<file path="config.mk">
export PLATFORM = sky130hd
export DESIGN_NAME = key_press_hold_detector_core
export DESIGN_NICKNAME = d
export VERILOG_FILES = /design/src/sv/kphd_pkg.sv /design/src/sv/kphd_cfg.sv /design/src/sv/kphd_engine.sv /design/src/sv/key_press_hold_detector_core.sv
export VERILOG_INCLUDE_DIRS = /design/src /design/src/sv
export SDC_FILE = /design/constraint.sdc
export NUM_CORES = 1
export LEC_CHECK = 0
export BUFFER_PORTS_ARGS = -buffer_cell sky130_fd_sc_hd__clkbuf_2
export CAP_MARGIN = 10
export CORE_MARGIN = 2
export CORE_UTILIZATION = 62
export CTS_CLUSTER_SIZE = 40
export DETAILED_ROUTE_END_ITERATION = 8
export PLACE_DENSITY = 0.92
export SYNTH_ARGS = -nofsm -noshare
export SYNTH_HDL_FRONTEND = slang
export SYNTH_HIERARCHICAL = 1
export SYNTH_SLANG_ARGS = --single-unit
</file>
<file path="constraint.sdc">
create_clock -name clk -period 4.95 [get_ports clk]
set_input_delay 0.2475 -clock clk [delete_from_list [all_inputs] [get_ports clk]]
set_output_delay 0.2475 -clock clk [all_outputs]
set_load 0.01 [all_outputs]
</file>
<file path="src/sv/key_press_hold_detector_core_macros.svh">
// Assertion macros for the key qualifier RTL
`ifndef KEY_PRESS_HOLD_DETECTOR_CORE_MACROS_SVH
`define KEY_PRESS_HOLD_DETECTOR_CORE_MACROS_SVH

`ifndef ASSERT_OFF
// Check a property on every rising clk edge outside reset
`define KPHD_ASSERT(lbl, prop, msg) \
    lbl: assert property (@(posedge clk) disable iff (!rst_n) prop) else $error(msg);
// Check a property on every rising clk edge, reset included
`define KPHD_ASSERT_ALWAYS(lbl, prop, msg) \
    lbl: assert property (@(posedge clk) prop) else $error(msg);
`else
`define KPHD_ASSERT(lbl, prop, msg)
`define KPHD_ASSERT_ALWAYS(lbl, prop, msg)
`endif

`endif

</file>
<file path="src/sv/kphd_pkg.sv">
`timescale 1ns / 1ps

package kphd_pkg;

    localparam int TICK_W = 16;
    localparam int CODE_W = 8;
    localparam int CHAN_W = 2;
    localparam int KIND_W = 2;
    localparam int CFG_IDX_W = 2;

    // Configuration register indexes
    localparam logic [CFG_IDX_W-1:0] REG_JITTER_TICKS = 2'd0;
    localparam logic [CFG_IDX_W-1:0] REG_PRESS_TICKS  = 2'd1;
    localparam logic [CFG_IDX_W-1:0] REG_LONG_TICKS   = 2'd2;
    localparam logic [CFG_IDX_W-1:0] REG_NO_KEY_CODE  = 2'd3;

    // Register values after reset
    localparam logic [TICK_W-1:0] RST_JITTER_TICKS = 16'd6;
    localparam logic [TICK_W-1:0] RST_PRESS_TICKS  = 16'd50;
    localparam logic [TICK_W-1:0] RST_LONG_TICKS   = 16'd250;
    localparam logic [CODE_W-1:0] RST_NO_KEY_CODE  = 8'd0;

    typedef enum logic [2:0] {
        PH_IDLE     = 3'd0,
        PH_DEBOUNCE = 3'd1,
        PH_PRESSED  = 3'd2,
        PH_WAIT     = 3'd3,
        PH_HELD     = 3'd4
    } phase_t;

    typedef enum logic [KIND_W-1:0] {
        EV_PRESS        = 2'd0,
        EV_RELEASE      = 2'd1,
        EV_HOLD         = 2'd2,
        EV_HOLD_RELEASE = 2'd3
    } event_kind_t;

    typedef struct packed {
        logic [TICK_W-1:0] jitter_ticks;
        logic [TICK_W-1:0] press_ticks;
        logic [TICK_W-1:0] long_ticks;
        logic [CODE_W-1:0] no_key_code;
    } cfg_t;

    typedef struct packed {
        logic              valid;
        event_kind_t       kind;
        logic [CODE_W-1:0] value;
        logic [CHAN_W-1:0] channel;
    } result_t;

endpackage

</file>
<file path="src/sv/kphd_cfg.sv">
`timescale 1ns / 1ps

module kphd_cfg
    import kphd_pkg::*;
(
    input  logic                 clk,
    input  logic                 rst_n,
    input  logic                 cfg_valid,
    output logic                 cfg_ready,
    input  logic [CFG_IDX_W-1:0] cfg_index,
    input  logic [TICK_W-1:0]    cfg_data,
    output cfg_t                 cfg
);

    cfg_t cfg_reg;

    // Always ready: every write beat is accepted and written to the addressed register
    assign cfg_ready = 1'b1;
    assign cfg       = cfg_reg;

    // Decode the index and update the addressed register
    always_ff @(posedge clk or negedge rst_n)
    begin
        if (!rst_n)
        begin
            cfg_reg.jitter_ticks <= RST_JITTER_TICKS;
            cfg_reg.press_ticks  <= RST_PRESS_TICKS;
            cfg_reg.long_ticks   <= RST_LONG_TICKS;
            cfg_reg.no_key_code  <= RST_NO_KEY_CODE;
        end
        else if (cfg_valid && cfg_ready)
        begin
            case (cfg_index)
                REG_JITTER_TICKS: cfg_reg.jitter_ticks <= cfg_data;
                REG_PRESS_TICKS:  cfg_reg.press_ticks  <= cfg_data;
                REG_LONG_TICKS:   cfg_reg.long_ticks   <= cfg_data;
                REG_NO_KEY_CODE:  cfg_reg.no_key_code  <= cfg_data[CODE_W-1:0];
                default:          ;
            endcase
        end
    end

endmodule

</file>
<file path="src/sv/kphd_engine.sv">
`timescale 1ns / 1ps

module kphd_engine
    import kphd_pkg::*;
#(
    parameter int NUM_CHANNELS = 4
)
(
    input  logic              clk,
    input  logic              rst_n,
    input  logic              item_valid,
    input  logic [CHAN_W-1:0] channel,
    input  logic [CODE_W-1:0] key_code,
    input  cfg_t              cfg,
    output result_t           result
);

    localparam int IDX_W = (NUM_CHANNELS > 1) ? $clog2(NUM_CHANNELS) : 1;

    phase_t            phase_reg [NUM_CHANNELS];
    logic [TICK_W-1:0] tick_reg  [NUM_CHANNELS];
    logic [CODE_W-1:0] last_reg  [NUM_CHANNELS];

    logic [IDX_W-1:0]  ch_idx;
    logic              in_range;
    logic              none;
    logic              wr_en;
    phase_t            cur_phase;
    logic [TICK_W-1:0] cur_tick;
    logic [CODE_W-1:0] cur_last;
    phase_t            phase_next;
    logic [TICK_W-1:0] tick_next;
    logic [CODE_W-1:0] last_next;
    logic [TICK_W-1:0] tick_inc;

    // Select the channel entry; channels past the last one are dropped
    assign ch_idx    = IDX_W'(channel);
    assign in_range  = ({{(32-CHAN_W){1'b0}}, channel} < 32'(NUM_CHANNELS));
    assign wr_en     = item_valid && in_range;
    assign cur_phase = phase_reg[ch_idx];
    assign cur_tick  = tick_reg[ch_idx];
    assign cur_last  = last_reg[ch_idx];
    assign none      = (key_code == cfg.no_key_code);
    assign tick_inc  = cur_tick + 16'd1;

    // Advance the channel machine for this beat and form its event
    always_comb
    begin
        phase_next     = cur_phase;
        tick_next      = cur_tick;
        last_next      = cur_last;
        result.valid   = 1'b0;
        result.kind    = EV_PRESS;
        result.value   = key_code;
        result.channel = channel;

        case (cur_phase)
            PH_IDLE:
            begin
                if (!none)
                begin
                    last_next  = key_code;
                    tick_next  = '0;
                    phase_next = PH_DEBOUNCE;
                end
            end
            PH_DEBOUNCE:
            begin
                if (none)
                begin
                    last_next  = key_code;
                    tick_next  = '0;
                    phase_next = PH_IDLE;
                end
                else if (cur_tick >= cfg.jitter_ticks)
                begin
                    tick_next    = '0;
                    last_next    = key_code;
                    phase_next   = PH_PRESSED;
                    result.valid = 1'b1;
                    result.kind  = EV_PRESS;
                end
                else
                begin
                    tick_next = tick_inc;
                end
            end
            PH_PRESSED, PH_WAIT:
            begin
                if (none)
                begin
                    result.valid = 1'b1;
                    result.kind  = EV_RELEASE;
                    result.value = cur_last;
                    last_next    = key_code;
                    tick_next    = '0;
                    phase_next   = PH_IDLE;
                end
                else if (cur_phase == PH_PRESSED)
                begin
                    if (cur_tick >= cfg.press_ticks)
                    begin
                        tick_next  = '0;
                        phase_next = PH_WAIT;
                    end
                    else
                    begin
                        tick_next = tick_inc;
                    end
                end
                else if (cur_tick >= cfg.long_ticks)
                begin
                    tick_next    = '0;
                    last_next    = key_code;
                    phase_next   = PH_HELD;
                    result.valid = 1'b1;
                    result.kind  = EV_HOLD;
                end
                else
                begin
                    tick_next = tick_inc;
                end
            end
            PH_HELD:
            begin
                if (none)
                begin
                    result.valid = 1'b1;
                    result.kind  = EV_HOLD_RELEASE;
                    result.value = cur_last;
                    last_next    = key_code;
                    tick_next    = '0;
                    phase_next   = PH_IDLE;
                end
            end
            default:
            begin
                // Meaningless phase code: fall back to idle quietly
                tick_next  = '0;
                phase_next = PH_IDLE;
            end
        endcase

        if (!wr_en)
        begin
            result.valid = 1'b0;
        end
    end

    // Write back the channel entry
    always_ff @(posedge clk or negedge rst_n)
    begin
        if (!rst_n)
        begin
            for (int i = 0; i < NUM_CHANNELS; i++)
            begin
                phase_reg[i] <= PH_IDLE;
                tick_reg[i]  <= '0;
                last_reg[i]  <= RST_NO_KEY_CODE;
            end
        end
        else if (wr_en)
        begin
            phase_reg[ch_idx] <= phase_next;
            tick_reg[ch_idx]  <= tick_next;
            last_reg[ch_idx]  <= last_next;
        end
    end

endmodule

</file>
<file path="src/sv/key_press_hold_detector_core.sv">
`timescale 1ns / 1ps

// Per-channel key qualifier with debounce, press, hold and release events.
// One scan beat (channel, key_code) is taken every cycle unless in_stall is
// high; a beat is held in the input register, is qualified against that
// channel's phase, tick count and last code, and its event, if any, is then
// written to the result register and shown on event_kind and friends, one
// beat per cycle sustained while the result side does not stall. Channel state lives in flip-flops
// and is read and written back in the same cycle, so beats for the same
// channel may follow each other directly. A stall on the result side holds
// the input register and shows through on in_stall in the same cycle.
// Scans of channels at or past NUM_CHANNELS are dropped without an event.

module key_press_hold_detector_core
    import kphd_pkg::*;
#(
    parameter int NUM_CHANNELS = 4
)
(
    input  logic                 clk,
    input  logic                 rst_n,
    input  logic                 in_valid,
    output logic                 in_stall,
    input  logic [CHAN_W-1:0]    channel,
    input  logic [CODE_W-1:0]    key_code,
    output logic                 out_valid,
    input  logic                 out_stall,
    output logic [KIND_W-1:0]    event_kind,
    output logic [CODE_W-1:0]    key_value,
    output logic [CHAN_W-1:0]    event_channel,
    input  logic                 cfg_valid,
    output logic                 cfg_ready,
    input  logic [CFG_IDX_W-1:0] cfg_index,
    input  logic [TICK_W-1:0]    cfg_data
);

`include "key_press_hold_detector_core_macros.svh"

    cfg_t              cfg;
    result_t           result;
    logic              advance;

    logic              in_busy_reg;
    logic [CHAN_W-1:0] channel_reg;
    logic [CODE_W-1:0] code_reg;

    logic              out_valid_reg;
    event_kind_t       kind_reg;
    logic [CODE_W-1:0] value_reg;
    logic [CHAN_W-1:0] event_channel_reg;

    kphd_cfg u_cfg (
        .clk       (clk),
        .rst_n     (rst_n),
        .cfg_valid (cfg_valid),
        .cfg_ready (cfg_ready),
        .cfg_index (cfg_index),
        .cfg_data  (cfg_data),
        .cfg       (cfg)
    );

    kphd_engine #(
        .NUM_CHANNELS (NUM_CHANNELS)
    ) u_engine (
        .clk        (clk),
        .rst_n      (rst_n),
        .item_valid (in_busy_reg && advance),
        .channel    (channel_reg),
        .key_code   (code_reg),
        .cfg        (cfg),
        .result     (result)
    );

    // The held beat moves on whenever the result slot is free or emptying
    assign advance  = !out_valid_reg || !out_stall;
    assign in_stall = in_busy_reg && !advance;

    // Input register
    always_ff @(posedge clk or negedge rst_n)
    begin
        if (!rst_n)
        begin
            in_busy_reg <= 1'b0;
        end
        else if (!in_stall)
        begin
            in_busy_reg <= in_valid;
        end
    end

    always_ff @(posedge clk)
    begin
        if (in_valid && !in_stall)
        begin
            channel_reg <= channel;
            code_reg    <= key_code;
        end
    end

    // Result register
    always_ff @(posedge clk or negedge rst_n)
    begin
        if (!rst_n)
        begin
            out_valid_reg <= 1'b0;
        end
        else if (advance)
        begin
            out_valid_reg <= result.valid;
        end
    end

    always_ff @(posedge clk)
    begin
        if (advance && result.valid)
        begin
            kind_reg          <= result.kind;
            value_reg         <= result.value;
            event_channel_reg <= result.channel;
        end
    end

    assign out_valid     = out_valid_reg;
    assign event_kind    = kind_reg;
    assign key_value     = value_reg;
    assign event_channel = event_channel_reg;

    // A full, stalled result slot must hold back the input register
    `KPHD_ASSERT(a_stall_backs_up, (in_busy_reg && out_valid_reg && out_stall) |-> in_stall, "input register not held while result stalled")
    // A new event needs a beat that was held in the input register
    `KPHD_ASSERT(a_event_has_beat, $rose(out_valid_reg) |-> $past(in_busy_reg), "event without a held beat")
    // Events only come from channels that exist
    `KPHD_ASSERT(a_event_channel, out_valid_reg |-> ({{(32-CHAN_W){1'b0}}, event_channel_reg} < 32'(NUM_CHANNELS)), "event on a dropped channel")
    // Nothing is held or shown once reset has been seen at an edge
    `KPHD_ASSERT_ALWAYS(a_reset_empty, !rst_n |=> (!out_valid_reg && !in_busy_reg), "pipeline not empty in reset")

endmodule
</file>
==> qor.csv, run 1 <==
stage;metric;value;unit
clocking;numCtsBuffers;17;
pwr;p_switching;1.713;mW
detailed_routing;ant_nets;0;
clocking;htreeDepth;4;
sta;setup_viol;0;
clocking;clock-sinks;188;
cells_and_area;num-nets-final;1080;
die;die_h;131.9;microns
worst_setup_path;cp_data_required_time;5.30;ns
sta;fmax;213.7;MHz
clocking;post_cts_buffers;0;
pwr;switching_share;34.77;%
cells_and_area;layout-drive-gt1-share;21.46;%
yosys;synthArstFlopShare;88.30;%
worst_setup_path;crit_top_cell;a211oi_1;
detailed_routing;vias_per_cell;6.676;
worst_setup_path;crit_chain;mux4_2 > inv_1 > ha_1 > nand2b_1 > a2111oi_0 > nor4_1 > nor4_2 > a211oi_1 > a211oi_1 > nand2_1 > o21ai_0;
cells_and_area;fin_area;11140;sq um
place;gp_congestion;0.9536;
sta;fin_hold_ws;0.02156;ns
cells_and_area;num_antenna_cells;0;
yosys;avgSynthCellArea;10.55;sq um
worst_setup_path;cp_num_buf_inv;1;
grt;grt_pass1_wl;42.84;mm
place;portBuffers;46;
yosys;ys_types;71;
worst_setup_path;path_class;reg -> reg;
die;num_rows;46;
worst_setup_path;arrival;5.03;ns
yosys;ys_ff_latch;188;
yosys;yosysWarnings;6;
sta;rsz0062_at_grt;no;
grt;antenna_found_initial;0;
grt;grt_pass1_vias;8019;
worst_setup_path;crit_fanout;7;
sta;clock_skew;0.009854;ns
sta;hold_viol_final;0;
pwr;power_density;442.4;nW/um^2
yosys;syn_nets;1043;
clocking;root_buffer;clkbuf_16;
detailed_routing;drt_iter0_markers;1288;
worst_setup_path;critPathCaptureType;flop;
sta;slew_violations;0;
die;dieArea;17400;sq um
yosys;synth_top_area_share;38.24;%
cells_and_area;area_growth;9.807;%
clocking;path_clk_slew;0.07;ns
cells_and_area;final_cell_mix;dfrtp_1, nand2_1, o21ai_0;
detailed_routing;totalWireLength;26.33;mm
pwr;power.internal;3.213;mW
cells_and_area;multi_input_area;4841;sq um
cells_and_area;instances_no_fill;1227;
yosys;synth_top_cell_by_area;dfrtp_1;
pwr;combPwrFrac;29.7;%
sta;worst_pin_slew;1.120;ns
die;core_area;15940;sq um
cells_and_area;seq_area;4828;sq um
grt;grt_remaining_overflow;0;
grt;grt.total_usage;31.43;%
worst_setup_path;cp_top_family;compound AO/OA/AOI/OAI gates;
yosys;synth.area.top_cells;dfrtp_1, mux2_2, edfxtp_1;
yosys;ys_seq_area_share;47.61;%
worst_setup_path;cp_slowest_cell;a2111oi_0;
pwr;seq_power_share;43.3;%
worst_setup_path;slowest_delay;0.78;ns
detailed_routing;num_vias;8192;
cells_and_area;layout_commonest_cell;dfrtp_1;
yosys;synthCells;961;
detailed_routing;wl_per_cell;21.46;microns
grt;busiest_layer;met2;
worst_setup_path;start_kind;flop;
outcome;status;finished clean;
grt;use_met2;48.35;%
grt;met1_usage;41.96;%
sta;post-route-period-util;94.52;%
sta;setup-tns-final;0;ns
sta;finalCriticalPeriod;4.679;ns
die;io_pins;48;
grt;grtUsageMet3;8.497;%
cells_and_area;nFillCells;1076;
worst_hold_path;min_path_type;in -> reg;
detailed_routing;drtPass1Iterations;6;
pwr;vdd_drop_max;297.0;uV
place;dp_cells;1184;
yosys;syn-cell-area;10140;sq um
die;die_w;131.9;microns
detailed_routing;drc_errors;0;
place;dp_hpwl;17.72;mm
cells_and_area;largest_reg_flops;64;
yosys;synth_ff_type;dfrtp_1;
clocking;cts_tree;built;
pwr;clkPwrFrac;27.0;%
clocking;clock_latency;0.45;ns
grt;grt_max_degree;97;
sta;relSlewSlack;25.16;%
yosys;synth_edf_count;22;
run;cap_violations;0;
pwr;leakagePower;4.847;nW
die;initial_core_util;63.62;%
place;placed_area;10450;sq um
clocking;cts_buffer_depth;2;
==> path summary, 6_finish.rpt <==
check	slack, ns	start	cells after the start	to
max	0.27	channel_reg[0]	11	u_engine/last_reg[11]
min	0.02	in_valid	2	in_busy_reg
min reg2reg	0.49	u_engine/last_reg[28]	2	u_engine/last_reg[28]
max reg2reg	0.27	channel_reg[0]	11	u_engine/last_reg[11]
min in group asynchronous	0.47	rst_n	2	u_cfg/cfg[8]
max in group asynchronous	3.02	rst_n	3	u_engine/tick_reg[21]
==> routing by layer <==
metal  part of all wire [%]  vias up
li1                       -     3560
met1                     39     3960
met2                     46      553
met3                     10      119
met4                    4.5        0
met5                      0        -
==> kinds of logic (layout without fill, tap and decap cells) <==
family / Yosys count / count (layout) / share of synthesized area [%]
other: 1 / 1 / 0.03697
XOR/XNOR: 9 / 9 / 0.7772
AND/OR/NAND/NOR: 279 / 279 / 13.08
flip-flops: 188 / 188 / 47.61
adder cells (fa/ha/maj): 49 / 49 / 6.045
AO/OA/AOI/OAI: 242 / 242 / 15.09
buffers and inverters: 100 / 150 / 4.663
multiplexers: 93 / 93 / 12.71
==> power by group through the flow <==
stage,clock network [mW],registers (mW),logic [mW]
after global routing,1.40,2.17,1.60
after floorplan,0,2.06,1.07
final,1.33,2.13,1.46
after global placement,0,2.12,1.31
after CTS,1.34,2.12,1.42
after detailed placement,0,2.14,1.38
==> cell type report <==
| cell class | count | share of cell area, % |
|---|---|---|
| multi-input cells | 673 | 43.47 |
| repair buffers | 66 | 3.831 |
| clock inverters | 14 | 1.225 |
| well taps | 216 | 2.427 |
| flip-flops and latches | 188 | 43.35 |
| clock buffers | 18 | 3.943 |
| inverters | 52 | 1.753 |
==> cells in the mapped netlist (3+ instances only) <==
library cell  number
inv_1             52
buf_2              9
and2_1             5
nor3_1             5
a31oi_1           22
or2_2              8
nand3_1           18
nor2b_1            4
nor4_1             3
and3_1             8
dfstp_2           11
a221oi_1          21
ha_1              49
xnor2_1            8
mux2_2            62
nor2_2             5
clkbuf_1          23
dfrtp_1          155
nor4_2             3
a221oi_2           3
nand2b_1           8
o21ai_0          105
mux2i_1            8
nand2_1          126
edfxtp_1          22
buf_6              8
nor2_1            60
nand4_1            8
a21o_1             3
mux4_2            22
o21ai_1           16
a211oi_1          10
a21oi_1           29
and4_1             5
buf_4              7
a22oi_1            6
==> worst register-to-register path: cells and delay by family (launching register included) <==
family          cells  cell delay, ns
fa+ha+maj           1            0.28
buf+inv             1            0.21
compound gates      4            1.66
simple gates        4            1.15
mux                 1            0.63
flops               1            0.65
==> metrics by stage <==
step	util (%)	power (mW)	setup WS [ns]
after floorplan	-	3.123	1.014
after global placement	65.55	3.433	0.7361
after detailed placement	65.55	3.526	0.5864
after CTS	69.86	4.884	0.4838
after global routing	69.86	5.171	0.009710
final	69.86	4.927	0.2713
==> timing repair <==
item / in CTS / in global routing
hold endpoints to repair: 94 / 0
hold buffers: 11 / 0
resized for setup: 0 / 0
setup endpoints to repair: 0 / 0
No activity file was read; power rests on OpenSTA's default activity.
==> run 2: changes to the inputs <==
PLACE_DENSITY = not set   (was 0.92)
PLACE_DENSITY_LB_ADDON = 0.05   (was not set)
==> run 2 against run 1 <==
Effect of this change:
- sequential share of layout area down 0.14 points
- the run now ends with negative hold slack left
- largest power group unchanged
- count of clock-buffer cells in the layout up 1
- first-iteration DRC count down 33%
- highest routed layer unchanged
- sequential power about the same
==> qor.csv, run 2 (same netlist as run 1, synthesis figures left out) <==
stage;metric;value;unit;change
sta;post-route-period-util;88.58;%;was 94.52%
sta;setup-tns-final;0;ns;unchanged
sta;worst_pin_slew;1.039;ns;was 1.120 ns
place;placed_area;10530;sq um;was 10450 sq um
cells_and_area;num-nets-final;1088;;was 1080
grt;grtUsageMet3;6.344;%;was 8.497%
grt;use_met2;49.68;%;was 48.35%
cells_and_area;layout_commonest_cell;dfrtp_1;;unchanged
worst_setup_path;path_class;reg -> reg;;unchanged
sta;fin_hold_ws;-0.02375;ns;was 0.02156 ns
grt;met1_usage;45.06;%;was 41.96%
cells_and_area;layout-drive-gt1-share;22.28;%;was 21.46%
pwr;power_density;439.7;nW/um^2;was 442.4 nW/um^2
die;dieArea;17400;sq um;unchanged
pwr;seq_power_share;43.0;%;was 43.3%
worst_setup_path;cp_data_required_time;5.28;ns;was 5.30 ns
grt;grt.total_usage;31.84;%;was 31.43%
grt;grt_pass1_vias;7921;;was 8019
worst_setup_path;slowest_delay;0.59;ns;was 0.78 ns
clocking;clock-sinks;188;;unchanged
detailed_routing;num_vias;7935;;was 8192
place;pre_cts_ws;0.6561;ns;was 0.5864 ns
die;initial_core_util;63.62;%;unchanged
worst_setup_path;reg2reg_to;u_engine/last_reg[1];;was u_engine/last_reg[11]
pwr;clkPwrFrac;26.9;%;was 27.0%
detailed_routing;drtPass1Iterations;6;;unchanged
detailed_routing;wl_per_cell;21.68;microns;was 21.46 microns
die;die_w;131.9;microns;unchanged
grt;antenna_found_initial;0;;unchanged
worst_setup_path;cp_slowest_cell;mux4_2;;was a2111oi_0
worst_setup_path;ff2ff_setup_slack;0.57;ns;was 0.27 ns
grt;busiest_layer;met2;;unchanged
worst_setup_path;start_kind;flop;;unchanged
clocking;cts_buffer_depth;2;;unchanged
pwr;vdd_drop_max;382.9;uV;was 297.0 uV
grt;grt_pass1_wl;43.36;mm;was 42.84 mm
outcome;violations;negative hold slack;;
cells_and_area;area_growth;10.15;%;was 9.807%
pwr;leakagePower;4.888;nW;was 4.847 nW
worst_setup_path;r2r-start;channel_reg[0];;unchanged
outcome;status;finished with violations;;was finished clean
run;cap_violations;0;;unchanged
worst_setup_path;crit_top_cell;buf_4;;was a211oi_1
die;core_area;15940;sq um;unchanged
worst_setup_path;reg2reg_depth;14;;was 11
place;gp_congestion;0.9478;;was 0.9536
sta;clock_skew;0.01233;ns;was 0.009854 ns
sta;slew_violations;0;;unchanged
place;dp_hpwl;18.68;mm;was 17.72 mm
clocking;clock_latency;0.43;ns;was 0.45 ns
worst_setup_path;crit_chain;buf_4 > mux4_2 > inv_1 > ha_1 > nand2b_1 > a2111oi_0 > nor4_1 > buf_4 > nor4_2 > a211oi_1 > a211oi_1 > buf_4 > nand2_1 > o21ai_0;;was mux4_2 > inv_1 > ha_1 > nand2b_1 > a2111oi_0 > nor4_1 > nor4_2 > a211oi_1 > a211oi_1 > nand2_1 > o21ai_0
die;io_pins;48;;unchanged
pwr;power.internal;3.225;mW;was 3.213 mW
worst_setup_path;arrival;4.72;ns;was 5.03 ns
detailed_routing;drc_errors;0;;unchanged
cells_and_area;num_antenna_cells;0;;unchanged
sta;setup_viol;0;;unchanged
cells_and_area;fin_area;11170;sq um;was 11140 sq um
die;die_h;131.9;microns;unchanged
clocking;htreeDepth;4;;unchanged
cells_and_area;final_cell_mix;dfrtp_1, nand2_1, o21ai_0;;unchanged
sta;hold_viol_final;16;;was 0
worst_setup_path;critPathCaptureType;flop;;unchanged
die;num_rows;46;;unchanged
place;portBuffers;46;;unchanged
sta;finalCriticalPeriod;4.385;ns;was 4.679 ns
worst_setup_path;crit_fanout;12;;was 7
clocking;numCtsBuffers;17;;unchanged
worst_hold_path;min_path_type;in -> async;;was in -> reg
grt;grt_remaining_overflow;0;;unchanged
sta;layout_setup_ws;0.5651;ns;was 0.2713 ns
sta;relSlewSlack;30.73;%;was 25.16%
cells_and_area;largest_reg_flops;64;;unchanged
clocking;cts_tree;built;;unchanged
clocking;path_clk_slew;0.07;ns;about the same
detailed_routing;vias_per_cell;6.425;;was 6.676
pwr;switching_share;34.35;%;was 34.77%
detailed_routing;totalWireLength;26.78;mm;was 26.33 mm
clocking;post_cts_buffers;0;;unchanged
detailed_routing;ant_nets;0;;unchanged
grt;grt_max_degree;116;;was 97
sta;rsz0062_at_grt;no;;unchanged
clocking;root_buffer;clkbuf_16;;unchanged
detailed_routing;drt_iter0_markers;864;;was 1288
pwr;p_switching;1.688;mW;was 1.713 mW
pwr;combPwrFrac;30.1;%;was 29.7%
sta;fmax;228.1;MHz;was 213.7 MHz
run 2: worst max-delay path: cells and delay by family (launching register included):
family / cells / cell delay [ns]
flops: 1 / 0.37
compound gates: 4 / 1.31
mux: 1 / 0.59
buf+inv: 4 / 0.84
fa+ha+maj: 1 / 0.25
simple gates: 4 / 0.92
run 2: layout make-up:
| class | count | area [sq um] |
|---|---|---|
| Clock buffer | 19 | 442.9 |
| Clock inverter | 13 | 115.1 |
| Fill cell | 1213 | 4771 |
| Inverter | 52 | 195.2 |
| Multi-Input combinational cell | 673 | 4841 |
| Sequential cell | 188 | 4828 |
| Tap cell | 216 | 270.3 |
| Timing Repair Buffer | 74 | 479.2 |
run 2: worst max-delay path by stage:
stage | start | end | depth (start not counted)
floorplan | channel_reg[0] | event_channel[0] | 14
global placement | channel_reg[0] | u_engine/last_reg[8] | 14
detailed placement | channel_reg[0] | u_engine/last_reg[9] | 14
CTS | channel_reg[0] | u_engine/last_reg[1] | 14
global route | channel_reg[0] | u_engine/last_reg[1] | 14
finish | channel_reg[0] | u_engine/last_reg[1] | 14
run 2: layer usage:
metal  up-vias  part of all wire, %
li1       3570                    -
met1      3963                   43
met2       349                   47
met3        53                  6.5
met4         0                  3.0
met5         -                    0
run 2: power groups by stage:
| stage | Sequential, mW | Combinational (mW) | Clock (mW) |
|---|---|---|---|
| CTS | 2.11 | 1.45 | 1.34 |
| global placement | 2.11 | 1.36 | 0 |
| detailed placement | 2.14 | 1.43 | 0 |
| floorplan | 2.06 | 1.07 | 0 |
| finish | 2.11 | 1.48 | 1.32 |
| global route | 2.15 | 1.63 | 1.41 |
run 2: timing repair:
action	CTS	global route
resized for setup	0	0
hold buffers	8	0
hold endpoints to repair	8	0
run 2: through the flow:
stage,power (mW),std cells,util [%]
detailed placement,3.564,1195,66.07
global route,5.187,1235,70.08
floorplan,3.123,961,-
CTS,4.897,1235,70.08
global placement,3.476,1195,66.07
finish,4.912,1235,70.08
==> run 3: changes to the inputs <==
ABC_AREA = 1   (was not set)
==> run 3 against run 2 <==
Effect of this change:
- the run now ends clean
- register-to-register slack better by 0.37 ns
- synthesized area up 8.3%
- first-iteration DRC count up 8.2%
- utilization down 0.80 points
- critical path type unchanged
- largest cell class unchanged
- highest routed layer unchanged
==> qor.csv, run 3 <==
stage;metric;value;unit;change
grt;grt_pass1_vias;9209;;was 7921
cells_and_area;area_growth;9.128;%;was 10.15%
worst_setup_path;r2r-start;channel_reg[0];;unchanged
sta;clock_skew;0.01104;ns;was 0.01233 ns
yosys;syn_nets;1596;;was 1043
clocking;numCtsBuffers;17;;unchanged
detailed_routing;drtPass1Iterations;7;;was 6
yosys;synthArstFlopShare;88.30;%;unchanged
grt;use_met2;49.14;%;was 49.68%
clocking;post_cts_buffers;0;;unchanged
sta;setup-tns-final;0;ns;unchanged
yosys;synthCells;1514;;was 961
grt;met1_usage;46.31;%;was 45.06%
worst_setup_path;cp_top_family;simple AND/OR/NAND/NOR gates;;was compound AO/OA/AOI/OAI gates
yosys;synth_top_area_share;35.33;%;was 38.24%
cells_and_area;fin_area;11980;sq um;was 11170 sq um
yosys;synth_top_cell_by_area;dfrtp_1;;unchanged
cells_and_area;num_antenna_cells;0;;unchanged
clocking;clock-sinks;188;;unchanged
die;dieArea;18790;sq um;was 17400 sq um
worst_setup_path;critPathCapture;key_value[7];;was u_engine/last_reg[1]
cells_and_area;layout-drive-gt1-share;10.65;%;was 22.28%
sta;layout_setup_ws;0.9378;ns;was 0.5651 ns
detailed_routing;drc_errors;0;;unchanged
yosys;synth_simple_gate_area_share;38.67;%;was 13.08%
place;pre_cts_ws;0.9492;ns;was 0.6561 ns
yosys;yosysMostFrequentCell;nand2_1;;was dfrtp_1
worst_setup_path;crit_chain;nand2_2 > inv_2 > nand2_1 > nand4_1 > ha_1 > nand2_1 > inv_1 > nand3_1 > nor3_1 > nand2_1 > nand3_1 > nand2_1 > a21oi_1 > inv_1 > nor2_1 > buf_4;;was buf_4 > mux4_2 > inv_1 > ha_1 > nand2b_1 > a2111oi_0 > nor4_1 > buf_4 > nor4_2 > a211oi_1 > a211oi_1 > buf_4 > nand2_1 > o21ai_0
yosys;synthMuxAreaShare;0;%;was 12.71%
die;die_h;137.1;microns;was 131.9 microns
cells_and_area;seq_area;4828;sq um;unchanged
outcome;status;finished clean;;was finished with violations
pwr;vdd_drop_max;288.1;uV;was 382.9 uV
worst_setup_path;crit_top_cell;nand2_1;;was buf_4
die;initial_core_util;63.48;%;was 63.62%
worst_hold_path;min_path_type;in -> reg;;was in -> async
clocking;root_buffer;clkbuf_16;;unchanged
worst_setup_path;cp_slowest_cell;edfxtp_1;;was mux4_2
worst_setup_path;startpoint;channel_reg[0];;unchanged
clocking;cts_tree;built;;unchanged
cells_and_area;largest_reg_flops;64;;unchanged
worst_setup_path;start_kind;flop;;unchanged
clocking;path_clk_slew;0.07;ns;about the same
worst_setup_path;cp_data_required_time;5.08;ns;was 5.28 ns
sta;slew_violations;0;;unchanged
cells_and_area;multi_input_area;5349;sq um;was 4841 sq um
sta;hold_viol_final;0;;was 16
sta;worst_pin_slew;1.042;ns;was 1.039 ns
sta;relSlewSlack;30.09;%;was 30.73%
worst_setup_path;crit_fanout;25;;was 12
sta;setup_viol;0;;unchanged
grt;antenna_found_initial;0;;unchanged
place;dp_cells;1743;;was 1195
worst_setup_path;critPathCaptureType;flop;;unchanged
worst_setup_path;ff2ff_setup_slack;0.94;ns;was 0.57 ns
pwr;power_density;369.7;nW/um^2;was 439.7 nW/um^2
clocking;cts_buffer_depth;2;;unchanged
grt;grt_remaining_overflow;0;;unchanged
yosys;synth_xor_area_share;0.9573;%;was 0.7772%
yosys;synth_fa_ha_area_share;5.584;%;was 6.045%
pwr;leakagePower;6.633;nW;was 4.888 nW
sta;fmax;249.2;MHz;was 228.1 MHz
yosys;synth_common_cells;nand2_1, dfrtp_1, inv_1;;was dfrtp_1, nand2_1, o21ai_0
worst_setup_path;path_depth;16;;was 14
die;io_pins;48;;unchanged
cells_and_area;layout_commonest_cell;nand2_1;;was dfrtp_1
worst_setup_path;cp_num_buf_inv;4;;unchanged
clocking;clock_latency;0.43;ns;about the same
yosys;synth_ff_type;dfrtp_1;;unchanged
worst_setup_path;path_class;reg -> reg;;unchanged
cells_and_area;fin_util;69.27;%;was 70.08%
yosys;avgSynthCellArea;7.252;sq um;was 10.55 sq um
sta;post-route-period-util;81.06;%;was 88.58%
run;cap_violations;0;;unchanged
cells_and_area;num-nets-final;1628;;was 1088
yosys;synth.area.top_cells;dfrtp_1, nand2_1, edfxtp_1;;was dfrtp_1, mux2_2, edfxtp_1
place;placed_area;11310;sq um;was 10530 sq um
worst_setup_path;arrival;4.14;ns;was 4.72 ns
yosys;synth_top_family_by_area;simple AND/OR/NAND/NOR gates;;was compound AO/OA/AOI/OAI gates
pwr;total_power;4.430;mW;was 4.912 mW
yosys;synth_compound_area_share;3.407;%;was 15.09%
place;portBuffers;46;;unchanged
cells_and_area;instances_no_fill;1783;;was 1235
sta;rsz0062_at_grt;no;;unchanged
grt;busiest_layer;met2;;unchanged
sta;finalCriticalPeriod;4.012;ns;was 4.385 ns
die;core_area;17300;sq um;was 15940 sq um
die;num_rows;48;;was 46
grt;grt.total_usage;31.98;%;was 31.84%
yosys;ys_types;38;;was 71
yosys;ys_ff_latch;188;;unchanged
detailed_routing;vias_per_cell;5.592;;was 6.425
worst_setup_path;slowest_delay;0.55;ns;was 0.59 ns
detailed_routing;num_vias;9971;;was 7935
grt;grtUsageMet3;7.333;%;was 6.344%
die;die_w;137.1;microns;was 131.9 microns
detailed_routing;drt_iter0_markers;935;;was 864
cells_and_area;final_cell_mix;nand2_1, dfrtp_1, inv_1;;was dfrtp_1, nand2_1, o21ai_0
clocking;cts_resized;0;;unchanged
place;dp_hpwl;18.79;mm;was 18.68 mm
clocking;htreeDepth;4;;unchanged
worst_setup_path;reg2reg_to;key_value[7];;was u_engine/last_reg[1]
detailed_routing;wl_per_cell;16.13;microns;was 21.68 microns
sta;fin_hold_ws;0.01655;ns;was -0.02375 ns
worst_setup_path;reg2reg_depth;16;;was 14
detailed_routing;ant_nets;0;;unchanged
yosys;synth_edf_count;22;;unchanged
place;gp_congestion;0.9230;;was 0.9478
yosys;yosysWarnings;6;;unchanged
cells_and_area;nFillCells;1487;;was 1213
detailed_routing;totalWireLength;28.76;mm;was 26.78 mm
yosys;ys_seq_area_share;43.98;%;was 47.61%
yosys;syn-cell-area;10980;sq um;was 10140 sq um
grt;grt_max_degree;72;;was 116
grt;grt_pass1_wl;46.58;mm;was 43.36 mm
==> run 3: how the worst min path moves through the flow <==
stage          startpoint                    end  depth (start not counted)
5_1_grt          in_valid            in_busy_reg                          3
3_5_place_dp        rst_n  u_engine/tick_reg[25]                          1
4_1_cts        channel[1]         channel_reg[1]                          1
3_3_place_gp        rst_n  u_engine/tick_reg[25]                          1
6_report         in_valid            in_busy_reg                          3
2_1_floorplan       rst_n            in_busy_reg                          0
==> run 3: worst register-to-register path, cell delays in order, from the launching register on <==
cell and delay, ns:
edfxtp_1 0.55, nand2_2 0.20, inv_2 0.26, nand2_1 0.14
nand4_1 0.37, ha_1 0.45, nand2_1 0.05, inv_1 0.07
nand3_1 0.08, nor3_1 0.30, nand2_1 0.17, nand3_1 0.28
nand2_1 0.16, a21oi_1 0.18, inv_1 0.12, nor2_1 0.12
buf_4 0.21
==> run 3: timing repair <==
action / 4_1_cts / 5_1_grt
hold buffers: 9 / 0
endpoints found under the setup margin: 0 / 0
endpoints found under the hold margin: 35 / 0
==> run 3: cell families (layout without fill, tap and decap cells) <==
group,after synthesis,count (layout)
simple gates,1000,1000
buf+inv,195,239
flops,188,188
compound gates,69,69
fa+ha+maj,49,49
xor+xnor,12,12
other cells,1,1
==> run 3: report_power, final <==
part           switching (mW)  internal, mW  total [mW]  leakage (nW)
Combinational           0.761         0.337        1.10          4.00
Clock                   0.610         0.763        1.37         0.278
Sequential              0.138          1.82        1.96          2.36
==> run 3: metal layers <==
layer / wire length (microns) / vias to the layer above
met5: 0 / -
met4: 331 / 0
met3: 2503 / 31
met2: 12970 / 400
met1: 12950 / 4705
li1: - / 4835
==> run 3: final cells by class <==
type | instances | area share, %
repair buffers | 66 | 3.415
clock inverters | 11 | 1.107
multi-input cells | 1131 | 44.64
clock buffers | 20 | 3.728
flip-flops and latches | 188 | 40.30
inverters | 142 | 4.459
well taps | 225 | 2.350
